$ cat config.mk
export PLATFORM = sky130hd
export DESIGN_NAME = partial_heapsort_top_k_top
export DESIGN_NICKNAME = d
export VERILOG_FILES = /design/src/rtl/phtk_pkg.sv /design/src/rtl/partial_heapsort_top_k_top.sv
export SDC_FILE = /design/constraint.sdc
export NUM_CORES = 1
export LEC_CHECK = 0
export BUFFER_PORTS_ARGS = -buffer_cell sky130_fd_sc_hd__buf_2
export CAP_MARGIN = 20
export CORE_ASPECT_RATIO = 1.1
export CORE_MARGIN = 10
export CORE_UTILIZATION = 26
export DETAILED_ROUTE_END_ITERATION = 8
export SKIP_LAST_GASP = 1
export SLEW_MARGIN = 20
export SYNTH_ARGS = -nofsm -noshare
export SYNTH_HDL_FRONTEND = slang
export SYNTH_SLANG_ARGS = --single-unit
$ cat constraint.sdc
create_clock -name clk -period 9.3 [get_ports clk]
set_clock_uncertainty 0.2 [all_clocks]
set_input_delay 0.465 -clock clk [delete_from_list [all_inputs] [get_ports clk]]
set_output_delay 0.465 -clock clk [all_outputs]
set_load 0.03 [all_outputs]
$ cat src/rtl/phtk_pkg.sv
// Package for the partial heapsort top-k block.
// Holds transaction types, entry type, opcodes and the controller states.
`default_nettype none

package phtk_pkg;

  localparam int KEY_W = 12;
  localparam int TAG_W = 8;
  localparam int CFG_W = 5;

  localparam logic [CFG_W-1:0] K_RESET = 5'd10;

  localparam logic OP_PUSH   = 1'b0;
  localparam logic OP_FINISH = 1'b1;

  typedef struct packed {
    logic             opcode;
    logic [KEY_W-1:0] key;
    logic [TAG_W-1:0] tag;
  } in_item_t;

  typedef struct packed {
    logic [KEY_W-1:0] out_key;
    logic [TAG_W-1:0] out_tag;
    logic             last;
    logic             empty_res;
  } out_item_t;

  typedef struct packed {
    logic [KEY_W-1:0] key;
    logic [TAG_W-1:0] tag;
  } entry_t;

  typedef enum logic [3:0] {
    ST_IDLE,
    ST_FIN_WR,
    ST_UP_CMP,
    ST_ROOT_CHK,
    ST_SD_RD,
    ST_SD_CMP,
    ST_SORT_RD,
    ST_SORT_SW,
    ST_EMIT,
    ST_DRAIN
  } state_t;

endpackage

`default_nettype wire

$ cat src/rtl/partial_heapsort_top_k_top.sv
// Top level of the partial heapsort top-k block: heap memory and its controller.
// Depends on phtk_pkg.
//
// channel  ports                         handshake
// -------  ----------------------------  ------------------------------------
// input    start, busy, in_data          taken when start && !busy
// result   out_strobe, out_data          one-cycle strobe per result, no back-pressure
// config   cfg_we, cfg_wdata             k_limit written when cfg_we
//
// Push: appended and sifted up while below k entries; when full, dropped, or else
//   replaces the root and sinks. Finish with n entries: each root is extracted
//   and the rest sunk, then results leave one per cycle, the last in the first idle
//   cycle. Finish with nothing held: busy stays low, one result next cycle.
// Synchronous reset empties the heap at once; memory contents are not cleared.
`default_nettype none

module partial_heapsort_top_k_top #(
  parameter int MAX_K = 16
) (
  input  logic                            clk,
  input  logic                            rst_n,
  input  logic                            start,
  output logic                            busy,
  input  phtk_pkg::in_item_t              in_data,
  output logic                            out_strobe,
  output phtk_pkg::out_item_t             out_data,
  input  logic                            cfg_we,
  input  logic [phtk_pkg::CFG_W-1:0]      cfg_wdata
);

  localparam int CW = $clog2(MAX_K + 1);
  localparam int AW = $clog2(MAX_K);

  phtk_pkg::state_t    state_r, state_nxt;
  logic [CW-1:0]       cnt_r, cnt_nxt;
  logic [CW-1:0]       i_r, i_nxt;
  logic [CW-1:0]       n_r, n_nxt;
  logic [CW-1:0]       e_r, e_nxt;
  logic [phtk_pkg::CFG_W-1:0] klim_r;
  phtk_pkg::entry_t    item_r, item_nxt;
  logic                sorting_r, sorting_nxt;
  logic                emit_vld_r, emit_vld_nxt;
  logic                emit_last_r, emit_last_nxt;
  logic                out_strobe_r, out_strobe_nxt;
  phtk_pkg::out_item_t out_data_r, out_data_nxt;
  logic                empty_pulse;

  phtk_pkg::entry_t    mem [MAX_K];
  phtk_pkg::entry_t    rd_a_r, rd_b_r;
  logic [AW-1:0]       rd_a_addr, rd_b_addr, wr_addr;
  logic                wr_en;
  phtk_pkg::entry_t    wr_data;

  logic [CW-1:0]       eff_k;
  logic                accept;
  logic [CW-1:0]       up_i;
  logic [CW-1:0]       parent;
  logic [CW:0]         c_full;
  logic [CW-1:0]       c_idx, c1_idx;
  logic                sd_has_child, c_only, pick_left, sd_swap;
  phtk_pkg::entry_t    child;
  logic [CW-1:0]       child_idx;
  logic                up_swap, root_less;

  function automatic logic [AW-1:0] addr_of(input logic [CW-1:0] idx);
    logic [CW-1:0] m;
    m = idx - CW'(1);
    return m[AW-1:0];
  endfunction

  always_comb begin
    if (int'(klim_r) > MAX_K) begin
      eff_k = CW'(MAX_K);
    end else if (klim_r == '0) begin
      eff_k = CW'(1);
    end else begin
      eff_k = CW'(klim_r);
    end
  end

  assign busy         = (state_r != phtk_pkg::ST_IDLE);
  assign accept       = start && !busy;
  assign up_i         = cnt_r + CW'(1);
  assign parent       = i_r >> 1;
  assign c_full       = {i_r, 1'b0};
  assign c_idx        = c_full[CW-1:0];
  assign c1_idx       = c_idx + CW'(1);
  assign sd_has_child = (c_full <= {1'b0, n_r});
  assign c_only       = (c_full == {1'b0, n_r});
  assign pick_left    = c_only || (rd_a_r.key > rd_b_r.key);
  assign child        = pick_left ? rd_a_r : rd_b_r;
  assign child_idx    = pick_left ? c_idx : c1_idx;
  assign sd_swap      = (item_r.key < child.key);
  assign up_swap      = (item_r.key > rd_a_r.key);
  assign root_less    = (item_r.key < rd_a_r.key);

  always_comb begin
    state_nxt = state_r;
    case (state_r)
      phtk_pkg::ST_IDLE: begin
        if (accept) begin
          if (in_data.opcode == phtk_pkg::OP_PUSH) begin
            if (cnt_r < eff_k) begin
              state_nxt = (up_i == CW'(1)) ? phtk_pkg::ST_FIN_WR : phtk_pkg::ST_UP_CMP;
            end else begin
              state_nxt = phtk_pkg::ST_ROOT_CHK;
            end
          end else if (cnt_r != '0) begin
            state_nxt = phtk_pkg::ST_SORT_RD;
          end
        end
      end
      phtk_pkg::ST_FIN_WR: state_nxt = phtk_pkg::ST_IDLE;
      phtk_pkg::ST_UP_CMP: begin
        if (!up_swap) begin
          state_nxt = phtk_pkg::ST_IDLE;
        end else if (parent == CW'(1)) begin
          state_nxt = phtk_pkg::ST_FIN_WR;
        end
      end
      phtk_pkg::ST_ROOT_CHK: begin
        state_nxt = root_less ? phtk_pkg::ST_SD_RD : phtk_pkg::ST_IDLE;
      end
      phtk_pkg::ST_SD_RD: begin
        if (sd_has_child) begin
          state_nxt = phtk_pkg::ST_SD_CMP;
        end else begin
          state_nxt = sorting_r ? phtk_pkg::ST_SORT_RD : phtk_pkg::ST_IDLE;
        end
      end
      phtk_pkg::ST_SD_CMP: begin
        if (sd_swap) begin
          state_nxt = phtk_pkg::ST_SD_RD;
        end else begin
          state_nxt = sorting_r ? phtk_pkg::ST_SORT_RD : phtk_pkg::ST_IDLE;
        end
      end
      phtk_pkg::ST_SORT_RD: begin
        state_nxt = (n_r <= CW'(1)) ? phtk_pkg::ST_EMIT : phtk_pkg::ST_SORT_SW;
      end
      phtk_pkg::ST_SORT_SW: state_nxt = phtk_pkg::ST_SD_RD;
      phtk_pkg::ST_EMIT: begin
        if (e_r == cnt_r) begin
          state_nxt = phtk_pkg::ST_DRAIN;
        end
      end
      phtk_pkg::ST_DRAIN: state_nxt = phtk_pkg::ST_IDLE;
      default: state_nxt = phtk_pkg::ST_IDLE;
    endcase
  end

  always_comb begin
    cnt_nxt       = cnt_r;
    i_nxt         = i_r;
    n_nxt         = n_r;
    e_nxt         = e_r;
    item_nxt      = item_r;
    sorting_nxt   = sorting_r;
    emit_vld_nxt  = 1'b0;
    emit_last_nxt = 1'b0;
    empty_pulse   = 1'b0;
    rd_a_addr     = '0;
    rd_b_addr     = '0;
    wr_en         = 1'b0;
    wr_addr       = addr_of(i_r);
    wr_data       = item_r;
    case (state_r)
      phtk_pkg::ST_IDLE: begin
        if (accept) begin
          item_nxt.key = in_data.key;
          item_nxt.tag = in_data.tag;
          if (in_data.opcode == phtk_pkg::OP_PUSH) begin
            sorting_nxt = 1'b0;
            if (cnt_r < eff_k) begin
              cnt_nxt   = up_i;
              i_nxt     = up_i;
              rd_a_addr = addr_of(up_i >> 1);
            end else begin
              rd_a_addr = addr_of(CW'(1));
            end
          end else if (cnt_r == '0) begin
            empty_pulse = 1'b1;
          end else begin
            sorting_nxt = 1'b1;
            n_nxt       = cnt_r;
          end
        end
      end
      phtk_pkg::ST_FIN_WR: begin
        wr_en = 1'b1;
      end
      phtk_pkg::ST_UP_CMP: begin
        wr_en = 1'b1;
        if (up_swap) begin
          wr_data   = rd_a_r;
          i_nxt     = parent;
          rd_a_addr = addr_of(parent >> 1);
        end
      end
      phtk_pkg::ST_ROOT_CHK: begin
        i_nxt = CW'(1);
        n_nxt = cnt_r;
      end
      phtk_pkg::ST_SD_RD: begin
        if (sd_has_child) begin
          rd_a_addr = addr_of(c_idx);
          rd_b_addr = c_only ? addr_of(c_idx) : addr_of(c1_idx);
        end else begin
          wr_en = 1'b1;
        end
      end
      phtk_pkg::ST_SD_CMP: begin
        wr_en = 1'b1;
        if (sd_swap) begin
          wr_data = child;
          i_nxt   = child_idx;
        end
      end
      phtk_pkg::ST_SORT_RD: begin
        if (n_r <= CW'(1)) begin
          e_nxt = CW'(1);
        end else begin
          rd_a_addr = addr_of(CW'(1));
          rd_b_addr = addr_of(n_r);
        end
      end
      phtk_pkg::ST_SORT_SW: begin
        wr_en    = 1'b1;
        wr_addr  = addr_of(n_r);
        wr_data  = rd_a_r;
        item_nxt = rd_b_r;
        n_nxt    = n_r - CW'(1);
        i_nxt    = CW'(1);
      end
      phtk_pkg::ST_EMIT: begin
        rd_a_addr     = addr_of(e_r);
        emit_vld_nxt  = 1'b1;
        emit_last_nxt = (e_r == cnt_r);
        if (e_r == cnt_r) begin
          cnt_nxt = '0;
        end else begin
          e_nxt = e_r + CW'(1);
        end
      end
      phtk_pkg::ST_DRAIN: begin
      end
      default: begin
      end
    endcase
  end

  always_comb begin
    out_strobe_nxt = emit_vld_r || empty_pulse;
    if (empty_pulse) begin
      out_data_nxt.out_key   = '0;
      out_data_nxt.out_tag   = '0;
      out_data_nxt.last      = 1'b1;
      out_data_nxt.empty_res = 1'b1;
    end else begin
      out_data_nxt.out_key   = rd_a_r.key;
      out_data_nxt.out_tag   = rd_a_r.tag;
      out_data_nxt.last      = emit_last_r;
      out_data_nxt.empty_res = 1'b0;
    end
  end

  always_ff @(posedge clk) begin
    if (wr_en) begin
      mem[wr_addr] <= wr_data;
    end
    rd_a_r <= mem[rd_a_addr];
    rd_b_r <= mem[rd_b_addr];
  end

  always_ff @(posedge clk) begin
    if (!rst_n) begin
      state_r      <= phtk_pkg::ST_IDLE;
      cnt_r        <= '0;
      sorting_r    <= 1'b0;
      emit_vld_r   <= 1'b0;
      out_strobe_r <= 1'b0;
      klim_r       <= phtk_pkg::K_RESET;
    end else begin
      state_r      <= state_nxt;
      cnt_r        <= cnt_nxt;
      sorting_r    <= sorting_nxt;
      emit_vld_r   <= emit_vld_nxt;
      out_strobe_r <= out_strobe_nxt;
      if (cfg_we) begin
        klim_r <= cfg_wdata;
      end
    end
  end

  always_ff @(posedge clk) begin
    i_r         <= i_nxt;
    n_r         <= n_nxt;
    e_r         <= e_nxt;
    item_r      <= item_nxt;
    emit_last_r <= emit_last_nxt;
    out_data_r  <= out_data_nxt;
  end

  assign out_strobe = out_strobe_r;
  assign out_data   = out_data_r;

endmodule

`default_nettype wire

# Word-level counts from Yosys, hierarchy flattened
# Memory sizes are Yosys's and may differ from the RTL's. A register that Yosys moved wholly into a read port is not among the register bits.
# Index checks and enable logic that the tools add are counted.
# totals
reg_bits	75
mem_bits_rw	320
in_bits	30
output_inout_bits	24
elab_cells	144
mem_count	1
# mem_list
name	depth	width	rd	rd_clocked_by_memory_dff	write_ports	line	rtl
mem	16	20	2	2	1	partial_heapsort_top_k_top.sv:48	phtk_pkg::entry_t mem [MAX_K];
# classes
addsub	10
magnitude_cmp	8
n_eq_ne	25
n_mux	61
n_reduce_logical	23
# ops
op	count
$mux W20	4
$mux W5	14
$mux W4	16
$pmux W20 S3	1
$pmux W20 S2	1
$pmux W4 S8	1
$gt A12 B12 Y1	2
$lt A12 B12 Y1	2
$ne A2 B2 Y1 const B	11
$pmux W5 S2	2
$pmux W5 S4	1
$sub A4 B1 Y4 const B	5
$eq A4 B3 Y1 const B	4
$pmux W4 S4	1
$add A5 B1 Y5 const B	3
$pmux W5 S3	1
$mux W3	4
$mux W1	11
$logic_not A5 Y1	2
$eq A4 B1 Y1 const B	2
$eq A4 B2 Y1 const B	2
$pmux W4 S2	1
$reduce_and A4 Y1	2
$reduce_bool A4 Y1	2
26 further kinds	32

# Logic depth before layout (Yosys ltp)
# logic_depth
ltp_word	8
depth_mapped	22
ltp_nobuf	19

# Worst setup path before layout
# OpenSTA, ideal clock, no wires.
# synth_path
path_type	reg-to-reg
start	register rd_b_r[9] (netlist name)
end	memory mem[0][0] in the netlist's numbering (data pin)
setup_ns	0.307
arrival_time_ns	4.274
t_required_ns	8.793
slack_ns	4.519
path_stages_with_launch	22
n_path_buf	2
period_less_slack_ns	4.781
path_cell_list	dfxtp_1 inv_1 ha_1 nor2b_1 o211ai_1 a211oi_1 nor3_1 o21ai_1 clkbuf_1 nor2_1 a21oi_1 ha_1 a21o_1 a21o_1 a21oi_1 o21ai_1 a21o_1 a221o_1 a21oi_2 o21ai_4 buf_6 a221o_1
# synth_rtl
item	line
end: declaration	partial_heapsort_top_k_top.sv:48

==> impl_metrics.env <==
export IMPL_status="complete, no violations"
export IMPL_regToRegStartpoint="rd_b_r[19]$_DFF_P_"
export IMPL_synthFlopType="edfxtp_1"
export IMPL_die_h_um=321.7
export IMPL_power_switching_mw=1.956
export IMPL_setup_slack_ps=3651
export IMPL_seq_power_share=0.424
export IMPL_cp_required_ps=9400
export IMPL_syn_nets=1899
export IMPL_die_area_um2=94660
export IMPL_first_pass_iters=5
export IMPL_start_util=0.2627
export IMPL_crit_path_max_incr_delay_ps=620
export IMPL_hpwlAfterDp_um=40730
export IMPL_final_nets=1921
export IMPL_drc_errors=0
export IMPL_core_area_um2=81890
export IMPL_rsz0062_at_grt="false"
export IMPL_power_internal_mw=3.978
export IMPL_syn_inst=1817
export IMPL_timing_critical_path_buf_inv=2
export IMPL_cts_resized=0
export IMPL_worst_pin_slew_ps=1085
export IMPL_grt_start_max_net_pins=71
export IMPL_power_density_nw_per_um2=242.3
export IMPL_cp_cell_sequence="inv_1, ha_1, nand4_1, a211oi_1, nor3_1, o21ai_2, buf_4, a21oi_1, ha_1, a21o_1, a21o_1, a21oi_1, o21ai_1, a21o_1, a221o_1, a211o_1, nor3_1, a221o_1"
export IMPL_grt_usage=0.1339
export IMPL_clock_sinks=435
export IMPL_insertedDiodeCount=0
export IMPL_first_global_vias=15240
export IMPL_async_flop_share=0
export IMPL_crit_arrival_ps=5740
export IMPL_min_to="item_r[4]$_DFFE_PP_"
export IMPL_setup_violations=0
export IMPL_antenna_found_initial=0
export IMPL_hold_violations=0
export IMPL_die_w_um=294.3
export IMPL_drtIter0Drc=1402
export IMPL_holdPathStages=3
export IMPL_grt_overflow=0
export IMPL_crit_slowest_cell="a211o_1"
export IMPL_num_vias=15520
export IMPL_r2r_end="mem[8][7]$_DFFE_PP_"
export IMPL_finalHoldWorstSlack_ps=19.54
export IMPL_wl_um=65780
export IMPL_areaGrowthSynthToFinish_pct=13.87
export IMPL_routedWlPerCell_um=22.39
export IMPL_finalPower_mw=5.934
export IMPL_port_buffers=53
export IMPL_switching_share=0.3297
export IMPL_critPathMaxFanout=22
export IMPL_crit_path_frequent_cell="a21o_1"
export IMPL_ios=54
export IMPL_path_depth=18
export IMPL_ys_types=72
export IMPL_startpoint_type="flip-flop"
export IMPL_clkPwrFrac=0.305
export IMPL_ff2ff_path_depth=18
export IMPL_clock_path_buffers=3
export IMPL_ff2ff_setup_slack_ps=3650
export IMPL_grt_pass1_wl_um=97010
export IMPL_ys_warn_count=0
export IMPL_ant_nets=0
export IMPL_layout_drive_gt1_share=0.1313
export IMPL_min_period_over_period=0.6074
export IMPL_numCtsBuffers=43
export IMPL_fin_crit_ps=5649
export IMPL_tns_ps=0
export IMPL_root_buffer="clkbuf_16"
export IMPL_synth_edff_count=355
export IMPL_routabilityCongestion=0.9130
export IMPL_vdd_drop_max_mv=0.1290
export IMPL_drv_cap=0
export IMPL_slew_headroom=0.2756
export IMPL_min_path_type="input pin to flip-flop"
export IMPL_syn_avg_cell_area_um2=11.84
export IMPL_insertion_delay_ps=570
export IMPL_cts_tree="yes"
export IMPL_power_leakage_nw=8.459
export IMPL_end_kind="flip-flop"
export IMPL_combPwrFrac=0.271
export IMPL_clk_pin_slew_ps=60
export IMPL_crit_family="compound AO/OA/AOI/OAI gates"
export IMPL_fin_util=0.2991
export IMPL_cts_htree_levels=2
export IMPL_synth_seq_area_share=0.5700
export IMPL_synth_seq_cells=435
export IMPL_dp_slack_ps=3707
export IMPL_rows=110
export IMPL_synth_area_um2=21510
export IMPL_path_class="flip-flop to flip-flop"
export IMPL_hp_start="in_data[4]"
export IMPL_final_max_slew_viol_count=0
export IMPL_fmax_mhz=177.0
export IMPL_viasPerCell=5.281
[routing by layer]
layer | vias up | track usage | wire [um]
met5 | - | 0 | 0
met4 | 0 | 0.06807 | 3206
met3 | 163 | 0.01950 | 4468
met2 | 682 | 0.2270 | 31580
met1 | 7704 | 0.1636 | 26520
li1 | 6968 | - | -
[metrics by stage]
step	instance area, um^2	instances
finish	24500	2938
global route	24500	2938
CTS	24460	2937
detailed placement	22880	2847
global placement	22880	2847
floorplan	21510	1817
[cell usage after synthesis, drive strengths merged (2+ instances only)]
cell / count / area, um^2
a211o: 2 / 17.52
a211oi: 104 / 798.3
a21boi: 4 / 33.78
a21o: 13 / 97.59
a21oi: 79 / 399.1
a221o: 20 / 200.2
a221oi: 2 / 23.77
a22oi: 42 / 315.3
a2bb2oi: 22 / 192.7
a311oi: 40 / 350.3
a31o: 3 / 35.04
a31oi: 44 / 281.5
and2: 95 / 594.3
and3: 2 / 12.51
and4: 2 / 20.02
buf: 57 / 394.1
clkbuf: 67 / 251.5
dfxtp: 80 / 1602
edfxtp: 355 / 10660
ha: 52 / 650.6
inv: 54 / 202.7
mux2: 100 / 1126
mux2i: 69 / 690.7
nand2: 223 / 839.6
nand2b: 4 / 25.02
nand3: 20 / 105.1
nand3b: 2 / 15.01
nand4: 31 / 193.9
nor2: 77 / 289.0
nor2b: 8 / 50.05
nor3: 27 / 135.1
nor3b: 4 / 35.03
o211ai: 2 / 15.01
o21a: 3 / 22.52
o21ai: 32 / 171.4
o221a: 4 / 45.04
o221ai: 4 / 41.29
o22a: 25 / 219.0
o22ai: 3 / 25.02
or3: 5 / 31.28
or4: 2 / 15.01
xnor2: 14 / 122.6
xor2: 10 / 87.58
[cells by family (layout without fill, tap and decap cells)]
family / count (synthesis) / count (layout) / synth area share
multiplexers: 169 / 169 / 0.08445
AO/OA/AOI/OAI: 454 / 454 / 0.1552
buffers and inverters: 178 / 235 / 0.03943
flip-flops: 435 / 435 / 0.5700
adder cells (fa/ha/maj): 52 / 52 / 0.03024
AND/OR/NAND/NOR: 505 / 505 / 0.1109
XOR/XNOR: 24 / 24 / 0.009771
[tightest hold or removal path, delay by kind of cell]
family | cells | cell delay, ps
compound gates | 1 | 60
buf+inv | 1 | 100
simple gates | 1 | 50
[sequential cells by signal (all words and copies together) (netlist names)]
| signal | flops |
|---|---|
| e_r | 5 |
| item_r | 20 |
| rd_b_r | 20 |
| out_data | 22 |
| rd_a_r | 20 |
| out_strobe | 1 |
| emit_vld_r | 1 |
| mem | 320 |
| n_r | 5 |
| emit_last_r | 1 |
| klim_r | 5 |
| sorting_r | 1 |
| cnt_r | 5 |
| state_r | 4 |
| i_r | 5 |
[power by group through the flow]
stage / Combinational (mW) / Sequential [mW] / Clock [mW]
final: 1.61 / 2.52 / 1.81
after global routing: 1.74 / 2.53 / 1.92
after CTS: 1.59 / 2.51 / 1.84
after detailed placement: 1.58 / 2.56 / 0
after global placement: 1.57 / 2.55 / 0
after floorplan: 1.01 / 2.60 / 0
[worst max-delay path by stage]
stage                             to                from
2_1_floorplan    mem[0][0]$_DFFE_PP_   rd_b_r[9]$_DFF_P_
3_3_place_gp     mem[8][7]$_DFFE_PP_    i_r[0]$_DFFE_PP_
3_5_place_dp     mem[3][7]$_DFFE_PP_    i_r[0]$_DFFE_PP_
4_1_cts          mem[9][7]$_DFFE_PP_    i_r[0]$_DFFE_PP_
5_1_grt        mem[12][19]$_DFFE_PP_    i_r[0]$_DFFE_PP_
6_report         mem[8][7]$_DFFE_PP_  rd_b_r[19]$_DFF_P_
[cell usage in the layout (no fill, tap or decap), drive strengths merged, types with 32 or more instances in the layout]
cell      n
a21oi    79
a31oi    44
a311oi   40
a211oi  104
nand2   223
buf      91
mux2i    69
edfxtp  355
ha       52
clkbuf   52
o21ai    32
inv      58
dfxtp    80
a22oi    42
nor2     77
mux2    100
and2     95
[timing repair]
item | 4_1_cts | 5_1_grt
buffers inserted | 0 | 0
endpoints found under the setup margin | 0 | 0
hold buffers | 10 | 0
hold endpoints to repair | 8 | 0
[cell type report]
type / count / area, um^2
clock buffer: 52 / 1182
clock inverter: 28 / 302.8
fill: 8143 / 57400
inverter: 54 / 202.7
multi-input combinational: 1204 / 8544
sequential: 435 / 12260
tap: 1064 / 1331
timing repair buffer: 101 / 670.6
Power figures use the tool's default switching activity.
